--- config.mk ---
export PLATFORM = sky130hd
export DESIGN_NAME = memory_admission_spike_guard_flat
export DESIGN_NICKNAME = d
export VERILOG_FILES = /design/src/hw/rtl/masg_pkg.sv /design/src/hw/rtl/masg_req_if.sv /design/src/hw/rtl/masg_rsp_if.sv /design/src/hw/rtl/memory_admission_spike_guard.sv /design/src/hw/rtl/masg_eval.sv /design/src/flat_wrapper.sv
export VERILOG_INCLUDE_DIRS = /design/src /design/src/hw/rtl
export SDC_FILE = /design/constraint.sdc
export NUM_CORES = 2
export LEC_CHECK = 0
export ABC_AREA = 0
export BUFFER_PORTS_ARGS = -buffer_cell sky130_fd_sc_hd__clkbuf_2
export CAP_MARGIN = 40
export CELL_PAD_IN_SITES_DETAIL_PLACEMENT = 1
export CELL_PAD_IN_SITES_GLOBAL_PLACEMENT = 2
export CORE_UTILIZATION = 40
export DETAILED_ROUTE_END_ITERATION = 10
export PLACE_DENSITY_LB_ADDON = 0.1
export SYNTH_ARGS = -nofsm -noshare
export SYNTH_HDL_FRONTEND = slang
export SYNTH_SLANG_ARGS = --single-unit
--- constraint.sdc ---
create_clock -name clock -period 14.7 [get_ports clock]
set_clock_uncertainty 0.05 [all_clocks]
set_input_delay 1.47 -clock clock [delete_from_list [all_inputs] [get_ports clock]]
set_output_delay 1.47 -clock clock [all_outputs]
set_load 0.01 [all_outputs]
--- src/hw/rtl/memory_admission_spike_guard_defines.svh ---
// Assertion macros for the memory admission spike guard.
`ifndef MEMORY_ADMISSION_SPIKE_GUARD_DEFINES_SVH
`define MEMORY_ADMISSION_SPIKE_GUARD_DEFINES_SVH

`ifndef SYNTHESIS

`define MASG_ASSERT(label, clk, rst, prop) \
   label: assert property (@(posedge clk) disable iff (rst) (prop)) \
      else $error("masg assertion failed");

`define MASG_ASSERT_NEXT(label, clk, rst, cond, prop) \
   label: assert property (@(posedge clk) disable iff (rst) (cond) |=> (prop)) \
      else $error("masg assertion failed");

`else

`define MASG_ASSERT(label, clk, rst, prop)

`define MASG_ASSERT_NEXT(label, clk, rst, cond, prop)

`endif

`endif

--- src/hw/rtl/masg_pkg.sv ---
`timescale 1ns / 1ps
`default_nettype none

package masg_pkg;

   localparam int unsigned BYTE_COUNT_WIDTH_DEFAULT = 48;
   localparam int unsigned KIND_WIDTH               = 3;
   localparam int unsigned TIME_WIDTH               = 32;
   localparam int unsigned WINDOW_WIDTH             = 16;
   localparam int unsigned DEPTH_WIDTH              = 4;
   localparam int unsigned CSR_INDEX_WIDTH          = 3;

   localparam logic [KIND_WIDTH-1:0] KIND_ALLOC       = 3'd0;
   localparam logic [KIND_WIDTH-1:0] KIND_RELEASE     = 3'd1;
   localparam logic [KIND_WIDTH-1:0] KIND_SCOPE_ENTER = 3'd2;
   localparam logic [KIND_WIDTH-1:0] KIND_SCOPE_EXIT  = 3'd3;
   localparam logic [KIND_WIDTH-1:0] KIND_SESSION_RST = 3'd4;

   localparam logic [CSR_INDEX_WIDTH-1:0] CSR_HARD_CAP     = 3'd0;
   localparam logic [CSR_INDEX_WIDTH-1:0] CSR_SOFT_LEVEL   = 3'd1;
   localparam logic [CSR_INDEX_WIDTH-1:0] CSR_SINGLE_SPIKE = 3'd2;
   localparam logic [CSR_INDEX_WIDTH-1:0] CSR_GROWTH_SPIKE = 3'd3;
   localparam logic [CSR_INDEX_WIDTH-1:0] CSR_WINDOW       = 3'd4;

   localparam logic [63:0] HARD_CAP_RESET     = 64'd1073741824;
   localparam logic [63:0] SOFT_LEVEL_RESET   = 64'd268435456;
   localparam logic [63:0] SINGLE_SPIKE_RESET = 64'd67108864;
   localparam logic [63:0] GROWTH_SPIKE_RESET = 64'd134217728;
   localparam logic [WINDOW_WIDTH-1:0] WINDOW_RESET = 16'd100;

   localparam logic [DEPTH_WIDTH-1:0] DEPTH_MAX = '1;

   typedef struct packed {
      logic granted;
      logic guards_active;
      logic spike_latched;
   } res_flags_type;

endpackage

`default_nettype wire

--- src/hw/rtl/masg_req_if.sv ---
`timescale 1ns / 1ps
`default_nettype none

interface masg_req_if #(
   parameter int unsigned BYTE_COUNT_WIDTH = masg_pkg::BYTE_COUNT_WIDTH_DEFAULT
);
   import masg_pkg::*;

   logic                        valid;
   logic                        ready;
   logic [KIND_WIDTH-1:0]       kind;
   logic [BYTE_COUNT_WIDTH-1:0] bytes;
   logic [TIME_WIDTH-1:0]       time_ms;

   modport source (output valid, output kind, output bytes, output time_ms, input ready);
   modport sink (input valid, input kind, input bytes, input time_ms, output ready);

endinterface

`default_nettype wire

--- src/hw/rtl/masg_rsp_if.sv ---
`timescale 1ns / 1ps
`default_nettype none

interface masg_rsp_if #(
   parameter int unsigned BYTE_COUNT_WIDTH = masg_pkg::BYTE_COUNT_WIDTH_DEFAULT
);
   logic                        valid;
   logic                        ready;
   logic                        granted;
   logic                        guards_active;
   logic                        spike_latched;
   logic [BYTE_COUNT_WIDTH-1:0] estimated_bytes;

   modport source (
      output valid, output granted, output guards_active, output spike_latched,
      output estimated_bytes, input ready
   );
   modport sink (
      input valid, input granted, input guards_active, input spike_latched,
      input estimated_bytes, output ready
   );

endinterface

`default_nettype wire

--- src/hw/rtl/memory_admission_spike_guard.sv ---
`timescale 1ns / 1ps
`default_nettype none
`include "memory_admission_spike_guard_defines.svh"

// Channel   Direction  Handshake        Payload
// req_bus   in         valid / ready    kind, bytes, time_ms
// rsp_bus   out        valid / ready    granted, guards_active, spike_latched, estimated_bytes
// csr       in         csr_write_en     csr_index, csr_wdata
//
// One beat per cycle unless rsp_ready stalls; results pass the input and result registers.
// The session state is computed from the input register and loaded with the result register.
// Reset is synchronous and clears the state and returns the registers to their defaults.
// With rsp_ready low the result holds and the input register still takes one more beat.

module memory_admission_spike_guard #(
   parameter int unsigned BYTE_COUNT_WIDTH = masg_pkg::BYTE_COUNT_WIDTH_DEFAULT
) (
   input  wire logic                                 clock,
   input  wire logic                                 reset,
   masg_req_if.sink                                  req_bus,
   masg_rsp_if.source                                rsp_bus,
   input  wire logic                                 csr_write_en,
   input  wire logic [masg_pkg::CSR_INDEX_WIDTH-1:0] csr_index,
   input  wire logic [BYTE_COUNT_WIDTH-1:0]          csr_wdata
);
   import masg_pkg::*;

   localparam int unsigned W = BYTE_COUNT_WIDTH;

   logic [W-1:0]            hard_cap_ff;
   logic [W-1:0]            soft_level_ff;
   logic [W-1:0]            single_spike_ff;
   logic [W-1:0]            growth_spike_ff;
   logic [WINDOW_WIDTH-1:0] window_ff;

   logic                    s1_valid_ff;
   logic [KIND_WIDTH-1:0]   s1_kind_ff;
   logic [W-1:0]            s1_bytes_ff;
   logic [TIME_WIDTH-1:0]   s1_time_ff;

   logic [W-1:0]            session_ff;
   logic                    spike_ff;
   logic [TIME_WIDTH-1:0]   sample_time_ff;
   logic [W-1:0]            sample_bytes_ff;
   logic [DEPTH_WIDTH-1:0]  depth_ff;

   logic [W-1:0]            session_in;
   logic                    spike_in;
   logic [TIME_WIDTH-1:0]   sample_time_in;
   logic [W-1:0]            sample_bytes_in;
   logic [DEPTH_WIDTH-1:0]  depth_in;
   res_flags_type           flags_in;

   logic                    rsp_valid_ff;
   res_flags_type           rsp_flags_ff;
   logic [W-1:0]            rsp_bytes_ff;

   logic                    out_load;
   logic                    req_take;

   assign out_load      = s1_valid_ff && (!rsp_valid_ff || rsp_bus.ready);
   assign req_bus.ready = !s1_valid_ff || out_load;
   assign req_take      = req_bus.valid && req_bus.ready;

   always_ff @(posedge clock) begin
      if (reset) begin
         hard_cap_ff     <= HARD_CAP_RESET[W-1:0];
         soft_level_ff   <= SOFT_LEVEL_RESET[W-1:0];
         single_spike_ff <= SINGLE_SPIKE_RESET[W-1:0];
         growth_spike_ff <= GROWTH_SPIKE_RESET[W-1:0];
         window_ff       <= WINDOW_RESET;
      end else if (csr_write_en) begin
         unique case (csr_index)
            CSR_HARD_CAP:     hard_cap_ff     <= csr_wdata;
            CSR_SOFT_LEVEL:   soft_level_ff   <= csr_wdata;
            CSR_SINGLE_SPIKE: single_spike_ff <= csr_wdata;
            CSR_GROWTH_SPIKE: growth_spike_ff <= csr_wdata;
            CSR_WINDOW:       window_ff       <= csr_wdata[WINDOW_WIDTH-1:0];
            default: begin
            end
         endcase
      end
   end

   always_ff @(posedge clock) begin
      if (reset) begin
         s1_valid_ff <= 1'b0;
      end else if (req_bus.ready) begin
         s1_valid_ff <= req_bus.valid;
      end
   end

   always_ff @(posedge clock) begin
      if (req_take) begin
         s1_kind_ff  <= req_bus.kind;
         s1_bytes_ff <= req_bus.bytes;
         s1_time_ff  <= req_bus.time_ms;
      end
   end

   masg_eval #(
      .BYTE_COUNT_WIDTH (W)
   ) u_eval (
      .kind              (s1_kind_ff),
      .bytes             (s1_bytes_ff),
      .time_ms           (s1_time_ff),
      .session           (session_ff),
      .spike             (spike_ff),
      .sample_time       (sample_time_ff),
      .sample_bytes      (sample_bytes_ff),
      .depth             (depth_ff),
      .hard_cap          (hard_cap_ff),
      .soft_level        (soft_level_ff),
      .single_spike      (single_spike_ff),
      .growth_spike      (growth_spike_ff),
      .window            (window_ff),
      .session_next      (session_in),
      .spike_next        (spike_in),
      .sample_time_next  (sample_time_in),
      .sample_bytes_next (sample_bytes_in),
      .depth_next        (depth_in),
      .flags             (flags_in)
   );

   always_ff @(posedge clock) begin
      if (reset) begin
         session_ff      <= '0;
         spike_ff        <= 1'b0;
         sample_time_ff  <= '0;
         sample_bytes_ff <= '0;
         depth_ff        <= '0;
      end else if (out_load) begin
         session_ff      <= session_in;
         spike_ff        <= spike_in;
         sample_time_ff  <= sample_time_in;
         sample_bytes_ff <= sample_bytes_in;
         depth_ff        <= depth_in;
      end
   end

   always_ff @(posedge clock) begin
      if (reset) begin
         rsp_valid_ff <= 1'b0;
      end else if (out_load) begin
         rsp_valid_ff <= 1'b1;
      end else if (rsp_bus.ready) begin
         rsp_valid_ff <= 1'b0;
      end
   end

   always_ff @(posedge clock) begin
      if (out_load) begin
         rsp_flags_ff <= flags_in;
         rsp_bytes_ff <= session_in;
      end
   end

   assign rsp_bus.valid           = rsp_valid_ff;
   assign rsp_bus.granted         = rsp_flags_ff.granted;
   assign rsp_bus.guards_active   = rsp_flags_ff.guards_active;
   assign rsp_bus.spike_latched   = rsp_flags_ff.spike_latched;
   assign rsp_bus.estimated_bytes = rsp_bytes_ff;

   // A refused allocation must leave the estimate untouched.
   `MASG_ASSERT_NEXT(a_refuse_keeps_estimate, clock, reset,
      out_load && !flags_in.granted, session_ff == $past(session_ff))

   // The pending result always mirrors the state it produced.
   `MASG_ASSERT(a_result_matches_state, clock, reset,
      !rsp_valid_ff || ((rsp_bytes_ff == session_ff)
                        && (rsp_flags_ff.spike_latched == spike_ff)))

   // An open scope always shows as active guards.
   `MASG_ASSERT(a_scope_forces_guards, clock, reset,
      !(rsp_valid_ff && (depth_ff != '0)) || rsp_flags_ff.guards_active)

endmodule

`default_nettype wire

--- src/hw/rtl/masg_eval.sv ---
`timescale 1ns / 1ps
`default_nettype none

module masg_eval #(
   parameter int unsigned BYTE_COUNT_WIDTH = masg_pkg::BYTE_COUNT_WIDTH_DEFAULT
) (
   input  wire logic [masg_pkg::KIND_WIDTH-1:0]   kind,
   input  wire logic [BYTE_COUNT_WIDTH-1:0]       bytes,
   input  wire logic [masg_pkg::TIME_WIDTH-1:0]   time_ms,
   input  wire logic [BYTE_COUNT_WIDTH-1:0]       session,
   input  wire logic                              spike,
   input  wire logic [masg_pkg::TIME_WIDTH-1:0]   sample_time,
   input  wire logic [BYTE_COUNT_WIDTH-1:0]       sample_bytes,
   input  wire logic [masg_pkg::DEPTH_WIDTH-1:0]  depth,
   input  wire logic [BYTE_COUNT_WIDTH-1:0]       hard_cap,
   input  wire logic [BYTE_COUNT_WIDTH-1:0]       soft_level,
   input  wire logic [BYTE_COUNT_WIDTH-1:0]       single_spike,
   input  wire logic [BYTE_COUNT_WIDTH-1:0]       growth_spike,
   input  wire logic [masg_pkg::WINDOW_WIDTH-1:0] window,
   output logic [BYTE_COUNT_WIDTH-1:0]            session_next,
   output logic                                   spike_next,
   output logic [masg_pkg::TIME_WIDTH-1:0]        sample_time_next,
   output logic [BYTE_COUNT_WIDTH-1:0]            sample_bytes_next,
   output logic [masg_pkg::DEPTH_WIDTH-1:0]       depth_next,
   output masg_pkg::res_flags_type                flags
);
   import masg_pkg::*;

   localparam int unsigned W = BYTE_COUNT_WIDTH;

   logic [W:0]          sum;
   logic [W-1:0]        now_bytes;
   logic                bytes_nz;
   logic                guards_cur;
   logic                over_cap;
   logic                refuse;
   logic [TIME_WIDTH-1:0] time_delta;
   logic [W-1:0]        growth;
   logic                growth_hit;

   assign sum        = {1'b0, session} + {1'b0, bytes};
   assign now_bytes  = sum[W] ? {W{1'b1}} : sum[W-1:0];
   assign bytes_nz   = |bytes;
   assign guards_cur = (depth != '0) || (spike && (session >= soft_level));
   assign over_cap   = (session > hard_cap) || (bytes > (hard_cap - session));
   assign refuse     = (bytes_nz && !(bytes < hard_cap)) || (guards_cur && over_cap);
   assign time_delta = time_ms - sample_time;
   assign growth     = now_bytes - sample_bytes;
   assign growth_hit = (time_ms > sample_time)
                       && (time_delta <= {{(TIME_WIDTH-WINDOW_WIDTH){1'b0}}, window})
                       && (now_bytes > sample_bytes) && (growth >= growth_spike);

   always_comb begin
      session_next      = session;
      spike_next        = spike;
      sample_time_next  = sample_time;
      sample_bytes_next = sample_bytes;
      depth_next        = depth;
      flags.granted     = 1'b1;
      unique case (kind)
         KIND_ALLOC: begin
            flags.granted = !refuse;
            if (!refuse && bytes_nz) begin
               session_next = now_bytes;
               if ((depth != '0) || (bytes >= single_spike)) begin
                  spike_next = 1'b1;
               end else begin
                  sample_time_next  = time_ms;
                  sample_bytes_next = now_bytes;
                  if (growth_hit) begin
                     spike_next = 1'b1;
                  end
                  if (now_bytes < (soft_level >> 1)) begin
                     spike_next = 1'b0;
                  end
               end
            end
         end
         KIND_RELEASE: begin
            if (bytes_nz) begin
               session_next = (session > bytes) ? (session - bytes) : '0;
            end
         end
         KIND_SCOPE_ENTER: begin
            if (depth != DEPTH_MAX) begin
               depth_next = depth + 1'b1;
            end
         end
         KIND_SCOPE_EXIT: begin
            if (depth != '0) begin
               depth_next = depth - 1'b1;
            end
         end
         KIND_SESSION_RST: begin
            session_next      = '0;
            spike_next        = 1'b0;
            sample_time_next  = '0;
            sample_bytes_next = '0;
         end
         default: begin
         end
      endcase
      flags.spike_latched = spike_next;
      flags.guards_active = (depth_next != '0) || (spike_next && (session_next >= soft_level));
   end

endmodule

`default_nettype wire

--- src/flat_wrapper.sv ---
// flat-port wrapper written by rule: the top's interface ports become plain ports
module memory_admission_spike_guard_flat import masg_pkg::*;
#(
   parameter int unsigned BYTE_COUNT_WIDTH = masg_pkg::BYTE_COUNT_WIDTH_DEFAULT
)
  (clock, reset, csr_write_en, csr_index, csr_wdata, req_bus_valid, req_bus_kind, req_bus_bytes, req_bus_time_ms, req_bus_ready, rsp_bus_valid, rsp_bus_granted, rsp_bus_guards_active, rsp_bus_spike_latched, rsp_bus_estimated_bytes, rsp_bus_ready);
  masg_req_if #(.BYTE_COUNT_WIDTH(BYTE_COUNT_WIDTH)) req_bus_i ();
  masg_rsp_if #(.BYTE_COUNT_WIDTH(BYTE_COUNT_WIDTH)) rsp_bus_i ();
  input  wire logic clock;
  input  wire logic reset;
  input  wire logic csr_write_en;
  input  wire logic [masg_pkg::CSR_INDEX_WIDTH-1:0] csr_index;
  input  wire logic [BYTE_COUNT_WIDTH-1:0] csr_wdata;
  input wire logic [$bits(req_bus_i.valid)-1:0] req_bus_valid;
  input wire logic [$bits(req_bus_i.kind)-1:0] req_bus_kind;
  input wire logic [$bits(req_bus_i.bytes)-1:0] req_bus_bytes;
  input wire logic [$bits(req_bus_i.time_ms)-1:0] req_bus_time_ms;
  output wire logic [$bits(req_bus_i.ready)-1:0] req_bus_ready;
  output wire logic [$bits(rsp_bus_i.valid)-1:0] rsp_bus_valid;
  output wire logic [$bits(rsp_bus_i.granted)-1:0] rsp_bus_granted;
  output wire logic [$bits(rsp_bus_i.guards_active)-1:0] rsp_bus_guards_active;
  output wire logic [$bits(rsp_bus_i.spike_latched)-1:0] rsp_bus_spike_latched;
  output wire logic [$bits(rsp_bus_i.estimated_bytes)-1:0] rsp_bus_estimated_bytes;
  input wire logic [$bits(rsp_bus_i.ready)-1:0] rsp_bus_ready;
  assign req_bus_i.valid = req_bus_valid;
  assign req_bus_i.kind = req_bus_kind;
  assign req_bus_i.bytes = req_bus_bytes;
  assign req_bus_i.time_ms = req_bus_time_ms;
  assign req_bus_ready = req_bus_i.ready;
  assign rsp_bus_valid = rsp_bus_i.valid;
  assign rsp_bus_granted = rsp_bus_i.granted;
  assign rsp_bus_guards_active = rsp_bus_i.guards_active;
  assign rsp_bus_spike_latched = rsp_bus_i.spike_latched;
  assign rsp_bus_estimated_bytes = rsp_bus_i.estimated_bytes;
  assign rsp_bus_i.ready = rsp_bus_ready;
  memory_admission_spike_guard #(.BYTE_COUNT_WIDTH(BYTE_COUNT_WIDTH)) u_core (.clock(clock), .reset(reset), .req_bus(req_bus_i), .rsp_bus(rsp_bus_i), .csr_write_en(csr_write_en), .csr_index(csr_index), .csr_wdata(csr_wdata));
endmodule
# [Word level (Yosys, flattened, before mapping)]
# Index checks and enable logic that the tools add are counted.
[op_classes] n_reduce_logical=34 muxes=21 n_addsub=7 n_lt_le_gt_ge=12 eq_ne=11
[ops] cell="$mux 48" n=6
[ops] cell="$ge 48x48->1" n=4
[ops] cell="$gt 48x48->1" n=4
[ops] cell="$pmux 48 s3" n=1
[ops] cell="$sub 48x48->48" n=3
[ops] cell="$pmux 48 s2" n=1
[ops] cell="$mux 32" n=2
[ops] cell="$pmux 32 s2" n=1
[ops] cell="$add 48x48->49" n=1
[ops] cell="$lt 48x47->1" n=1
[ops] cell="$lt 48x48->1" n=1
[ops] cell="$reduce_or 48->1" n=1
[ops] cell="$gt 32x32->1" n=1
[ops] cell="$le 32x16->1" n=1
[ops] cell="$sub 32x32->32" n=1
[ops] cell="$eq 3x2->1 const B" n=4
[ops] cell="$logic_and 1x1->1" n=10
[ops] cell="$reduce_and 2->1" n=5
[ops] cell="$mux 4" n=2
[ops] cell="$pmux 4 s2" n=1
[ops] cell="$reduce_bool 4->1" n=2
[ops] cell="$logic_or 1x1->1" n=7
[ops] cell="$eq 3x1->1 const B" n=2
[ops] cell="$eq 3x3->1 const B" n=2
[ops] cell="other kinds (10)" n=21
[word_totals] word_cells=104 output_inout_bits=53 input_bits=139 regBits=477

# [Logic depth before layout (Yosys ltp)]
[logic_depth] ltp_word=12 mapped_depth=42 mapped_depth_nobuf=39

# [By module]
# From an unflattened synthesis, not the netlist that was laid out.
[hier_totals] cells_unflattened=5286 hier_area_um2=41830.1
[modules_own_cells] mod="masg_eval" n_inst=1 seq_area_each_um2=0.0 area_per_inst_um2=24692.4 cells_each=3655
[modules_own_cells] mod="memory_admission_spike_guard" n_inst=1 seq_area_each_um2=10890.4 area_per_inst_um2=17137.7 cells_each=1631

# [Least setup slack after synthesis]
# Ideal clock, no wire load.
[synth_timing] path_type="reg-to-reg" start="reg u_core.s1_bytes_ff[18]" end="reg u_core.rsp_flags_ff (netlist bit u_core.rsp_bus.guards_active) (data pin)" arrival_ns=7.150 required_ns=14.391 path_slack_ns=7.241 stages_incl_launch_ff=39 cell_sequence="edfxtp_1 > inv_1 > ha_1 > buf_2 > nor4_2 > nand2_1 > nor4b_2 > o21ai_1 > a31oi_2 > o31ai_4 > and2_1 > buf_6 > buf_2 > buf_2 > nand2_1 > ha_1 > o21ai_0 > o21ai_0 > (+3 left out) > o21ai_1 > a21bo_2 > a21o_1 > a21o_1 > a21oi_1 > xnor2_1 > ha_1 > and3_1 > a221oi_1 > o22ai_1 > a2111oi_0 > a22oi_1 > nand4_1 > nor4_1 > nand4_1 > nor4_2 > o211ai_1 > nand2_1"
[synth_lines] element="from (decl)" line_no="memory_admission_spike_guard.sv:38" text="logic [W-1:0] s1_bytes_ff;"
[synth_lines] element="from (signal assigned)" line_no="memory_admission_spike_guard.sv:96" text="s1_bytes_ff <= req_bus.bytes;"
[synth_lines] element="to (signal assigned)" line_no="memory_admission_spike_guard.sv:153" text="rsp_flags_ff <= flags_in;"
[synth_lines] element="to (decl)" line_no="memory_admission_spike_guard.sv:55" text="res_flags_type rsp_flags_ff;"

==> results.rst <==
.. list-table::
   :header-rows: 1

   * - Metric
     - Value
   * - Number of fillers in the final layout
     - 12038
   * - P&R area growth vs syn
     - 10.7%
   * - Via count of the first global-routing pass
     - 38566
   * - Global placement routability congestion
     - 1.00
   * - Standard-cell row count
     - 115
   * - Starting Density
     - 40.4%
   * - Worst path max stage delay
     - 0.72 ns
   * - Router iterations before antenna repair
     - 5
   * - Clock Tree Root
     - clkbuf_16
   * - Post-Synthesis Mean Instance Area
     - 7.91 um^2
   * - Total routing resource utilization after global routing
     - 33.3%
   * - Result of the run
     - completed
   * - Full die area
     - 0.101 mm^2
   * - Leakage
     - 17.6 nW
   * - Count of placed standard cells including taps
     - 6342
   * - Final max-slew violation count
     - 0
   * - Power share of the sequential group
     - 31.9%
   * - Std-Cell Core Area
     - 0.0984 mm^2
   * - Total vias in the final route
     - 38351
   * - Final critical-path share of the clock period
     - 79.7%
   * - Hold/Removal Path Class
     - flop to flop
   * - Achievable clock frequency
     - 85.4 MHz
   * - Combinational fraction of design power
     - 32.1%
   * - Global-route wire length before repair
     - 250000 um
   * - Worst slack, placed
     - 3.55 ns
   * - Required arrival time at the worst endpoint
     - 15.10 ns
   * - Post-cts sizing count
     - 0
   * - Vertical die dimension
     - 317 um
   * - Total DRC errors in the routed layout
     - 0
   * - RR Startpoint
     - u_core.session_ff[9]
   * - Max_slew headroom
     - 40.6%
   * - Cts hold-fix bufs
     - 0
   * - R2r worst-path depth
     - 35
   * - Total clock buffers created by CTS
     - 61
   * - Cell-internal power
     - 2.90 mW
   * - Leading cell types in the layout, fill and taps excluded
     - 655 x nand2_1, 636 x a21oi_1, 575 x ha_1
   * - Final count of negative-setup-slack endpoints
     - 0
   * - Count of maximum capacitance violations
     - 0
   * - Number of top-level pins
     - 192
   * - Sequential share of the synthesized area
     - 27.4%
   * - Critical path peak fanout
     - 65
   * - Antenna violation net count after detailed routing
     - 0
   * - Routed via count divided by cell count
     - 5.93
   * - Most common cell after layout, fill and taps aside
     - nand2_1
   * - Largest net degree at the start of global routing
     - 77
   * - Clock sink total
     - 477
   * - Fin nets
     - 5837
   * - Clock-pin slew on the worst setup and hold paths
     - 0.07 ns
   * - Count of yosys warnings during synthesis
     - 0
   * - DRC violation total after the first TritonRoute iteration
     - 2951
   * - RSZ-0062 raised after global routing
     - false
   * - Synth Cell Area
     - 0.0397 mm^2
   * - Final total negative setup slack
     - 0 ns
   * - Start point of the critical path
     - u_core.session_ff[9]
   * - Average routed wire per standard cell
     - 26.3 um
   * - Endpoint arrival time on the critical path
     - 12.11 ns
   * - Number of antenna violations at the first check in global routing
     - 11
   * - Critical Setup Path Class
     - flop to flop
   * - Worst Max-Slew Pin Slew
     - 0.890 ns
   * - Endpoint of the worst-slack reg-to-reg timing path
     - u_core.rsp_bus.guards_active
   * - Sw Ratio
     - 36.5%
   * - Total half-perimeter wirelength after legalization and detailed placement
     - 135000 um
   * - Share of total power in the clock network
     - 36.0%
   * - Worst path slowest cell
     - o211ai_1
   * - Pwr dens
     - 104 mW/mm^2
   * - Synth Net Count
     - 5745
   * - Maximum vdd ir drop
     - 0.0935 mV
   * - Ratio of cells with drive above 1 in the final layout
     - 8.59%
   * - Kind of end point of the critical path
     - flop
   * - Prevailing post-synth register cell
     - dfxtp_1
   * - Count of different cell masters after synthesis
     - 103
   * - Flip-flop and latch count after synthesis
     - 477
   * - Die extent in x
     - 317 um
   * - Share of synthesized registers carrying an async set or reset
     - 0%
   * - Buffers added on ports
     - 191
   * - Count of non-filler cells in the finished layout
     - 6462
   * - CTS tree
     - done
   * - Count of mapped cells out of synthesis
     - 5026
   * - Final hold violation count
     - 0
   * - Total Wirelength
     - 170000 um
   * - Last element of the critical path
     - u_core.rsp_bus.guards_active
   * - Number of buffers between clock root and the deepest sink
     - 3
   * - Maximum level of the CTS H-tree
     - 2
   * - Setup Buffers After CTS
     - 0
   * - Clk Latency, worst-skew pair
     - 0.71 ns
   * - Minimum clock period after layout
     - 11.71 ns
   * - Final setup margin
     - 2.99 ns
   * - EDFF count, synth
     - 134
   * - Startpoint type of the worst setup path
     - flop
   * - Net switching power
     - 1.67 mW
   * - Register-to-register path setup slack
     - 2.99 ns
   * - Total congestion overflow
     - 0
==> cell usage after synthesis, types with 49 or more instances <==
cell type | n | area [um^2]
ha_1 | 575 | 7190
o21a_1 | 52 | 390
nand3_1 | 172 | 861
xnor2_1 | 140 | 1230
dfxtp_1 | 343 | 6870
o21ai_0 | 193 | 966
a211oi_1 | 62 | 465
nor2_1 | 242 | 908
nor4_1 | 50 | 313
nand2_1 | 656 | 2460
o31ai_1 | 103 | 773
a31oi_1 | 49 | 307
nor2b_1 | 50 | 313
a21oi_1 | 637 | 3190
nand4_1 | 90 | 563
o211ai_1 | 50 | 375
a21o_1 | 132 | 991
nor3_1 | 64 | 320
inv_1 | 480 | 1800
edfxtp_1 | 134 | 4020
clkbuf_1 | 147 | 552
==> registers in the layout, summed over array words and instances (netlist names), 3 cells and up <==
register and count:
u_core.depth_ff 4, u_core.growth_spike_ff 48, u_core.hard_cap_ff 48, u_core.rsp_bus.estimated_bytes 48, u_core.s1_bytes_ff 48, u_core.s1_kind_ff 3
u_core.s1_time_ff 32, u_core.sample_bytes_ff 48, u_core.sample_time_ff 32, u_core.session_ff 48, u_core.single_spike_ff 48, u_core.soft_level_ff 48
u_core.window_ff 16
==> how the worst min path moves through the flow <==
| stage | start | to | slack (ns) | cells past startpoint |
|---|---|---|---|---|
| after floorplan | u_core.growth_spike_ff[10] | u_core.growth_spike_ff[10] | 0.39 | 2 |
| after global placement | u_core.single_spike_ff[32] | u_core.single_spike_ff[32] | 0.39 | 2 |
| after detailed placement | u_core.soft_level_ff[41] | u_core.soft_level_ff[41] | 0.40 | 2 |
| after CTS | u_core.soft_level_ff[13] | u_core.soft_level_ff[13] | 0.41 | 2 |
| after global routing | u_core.growth_spike_ff[9] | u_core.growth_spike_ff[9] | 0.43 | 2 |
| final | u_core.single_spike_ff[1] | u_core.single_spike_ff[1] | 0.40 | 2 |
==> logic make-up (layout without fill, tap and decap cells) <==
| logic type | count (synthesis) | count (layout) | share of synthesized area (%) |
|---|---|---|---|
| muxes | 7 | 7 | 0.176 |
| DFF | 477 | 477 | 27.4 |
| xor gates and xnor gates | 188 | 188 | 4.14 |
| buffers and inverters | 708 | 853 | 7.21 |
| AOI/OAI and AO/OA | 1581 | 1581 | 25.4 |
| adders and majority gates | 580 | 580 | 18.4 |
| other | 0 | 4 | 0 |
| and+or+nand+nor | 1485 | 1485 | 17.3 |
==> critical path: cells and delay by family (launching register included) <==
| kind | cells | cell delay [ns] |
|---|---|---|
| AO/OA/AOI/OAI | 20 | 6.85 |
| adder cells (fa/ha/maj) | 3 | 0.99 |
| AND/OR/NAND/NOR | 9 | 2.06 |
| buffers and inverters | 2 | 0.88 |
| XOR/XNOR | 1 | 0.10 |
| flip-flops | 1 | 0.47 |
==> power by group through the flow <==
stage	clock, mW	sequential, mW	combinational [mW]
floorplan	0	1.46	0.979
global placement	0	1.48	1.41
detailed placement	0	1.49	1.43
CTS	1.67	1.46	1.45
global route	1.73	1.46	1.61
finish	1.64	1.46	1.46
==> layer usage <==
layer | routed length, um | global-route usage, % | up-vias | part of all wire, %
li1 | - | - | 18261 | -
met1 | 73400 | 42.2 | 18720 | 43
met2 | 76800 | 54.3 | 1050 | 45
met3 | 9020 | 5.01 | 318 | 5.3
met4 | 10600 | 18.1 | 2 | 6.2
met5 | 13 | 0 | - | 0.0077
==> cell type report <==
type | instances | area [um^2] | area share [%]
clock buffer | 70 | 1580 | 3.59
sequential | 477 | 10900 | 24.7
timing repair buffer | 252 | 1480 | 3.35
inverter | 485 | 1820 | 4.14
tap | 1287 | 1610 | 3.66
antenna | 4 | 10.0 | 0.0227
multi-input combinational | 3841 | 26100 | 59.2
clock inverter | 46 | 553 | 1.26
==> stage by stage <==
step | utilization [%] | cell area [um^2] | hold WS, ns | total power, mW
after floorplan | - | 39700 | 0.386 | 2.44
after global placement | 42.4 | 41800 | 0.392 | 2.90
after detailed placement | 42.5 | 41900 | 0.397 | 2.92
after CTS | 44.7 | 44000 | 0.405 | 4.58
after global routing | 44.7 | 44000 | 0.426 | 4.80
final | 44.7 | 44000 | 0.404 | 4.57
No activity file was read; power rests on OpenSTA's default activity.
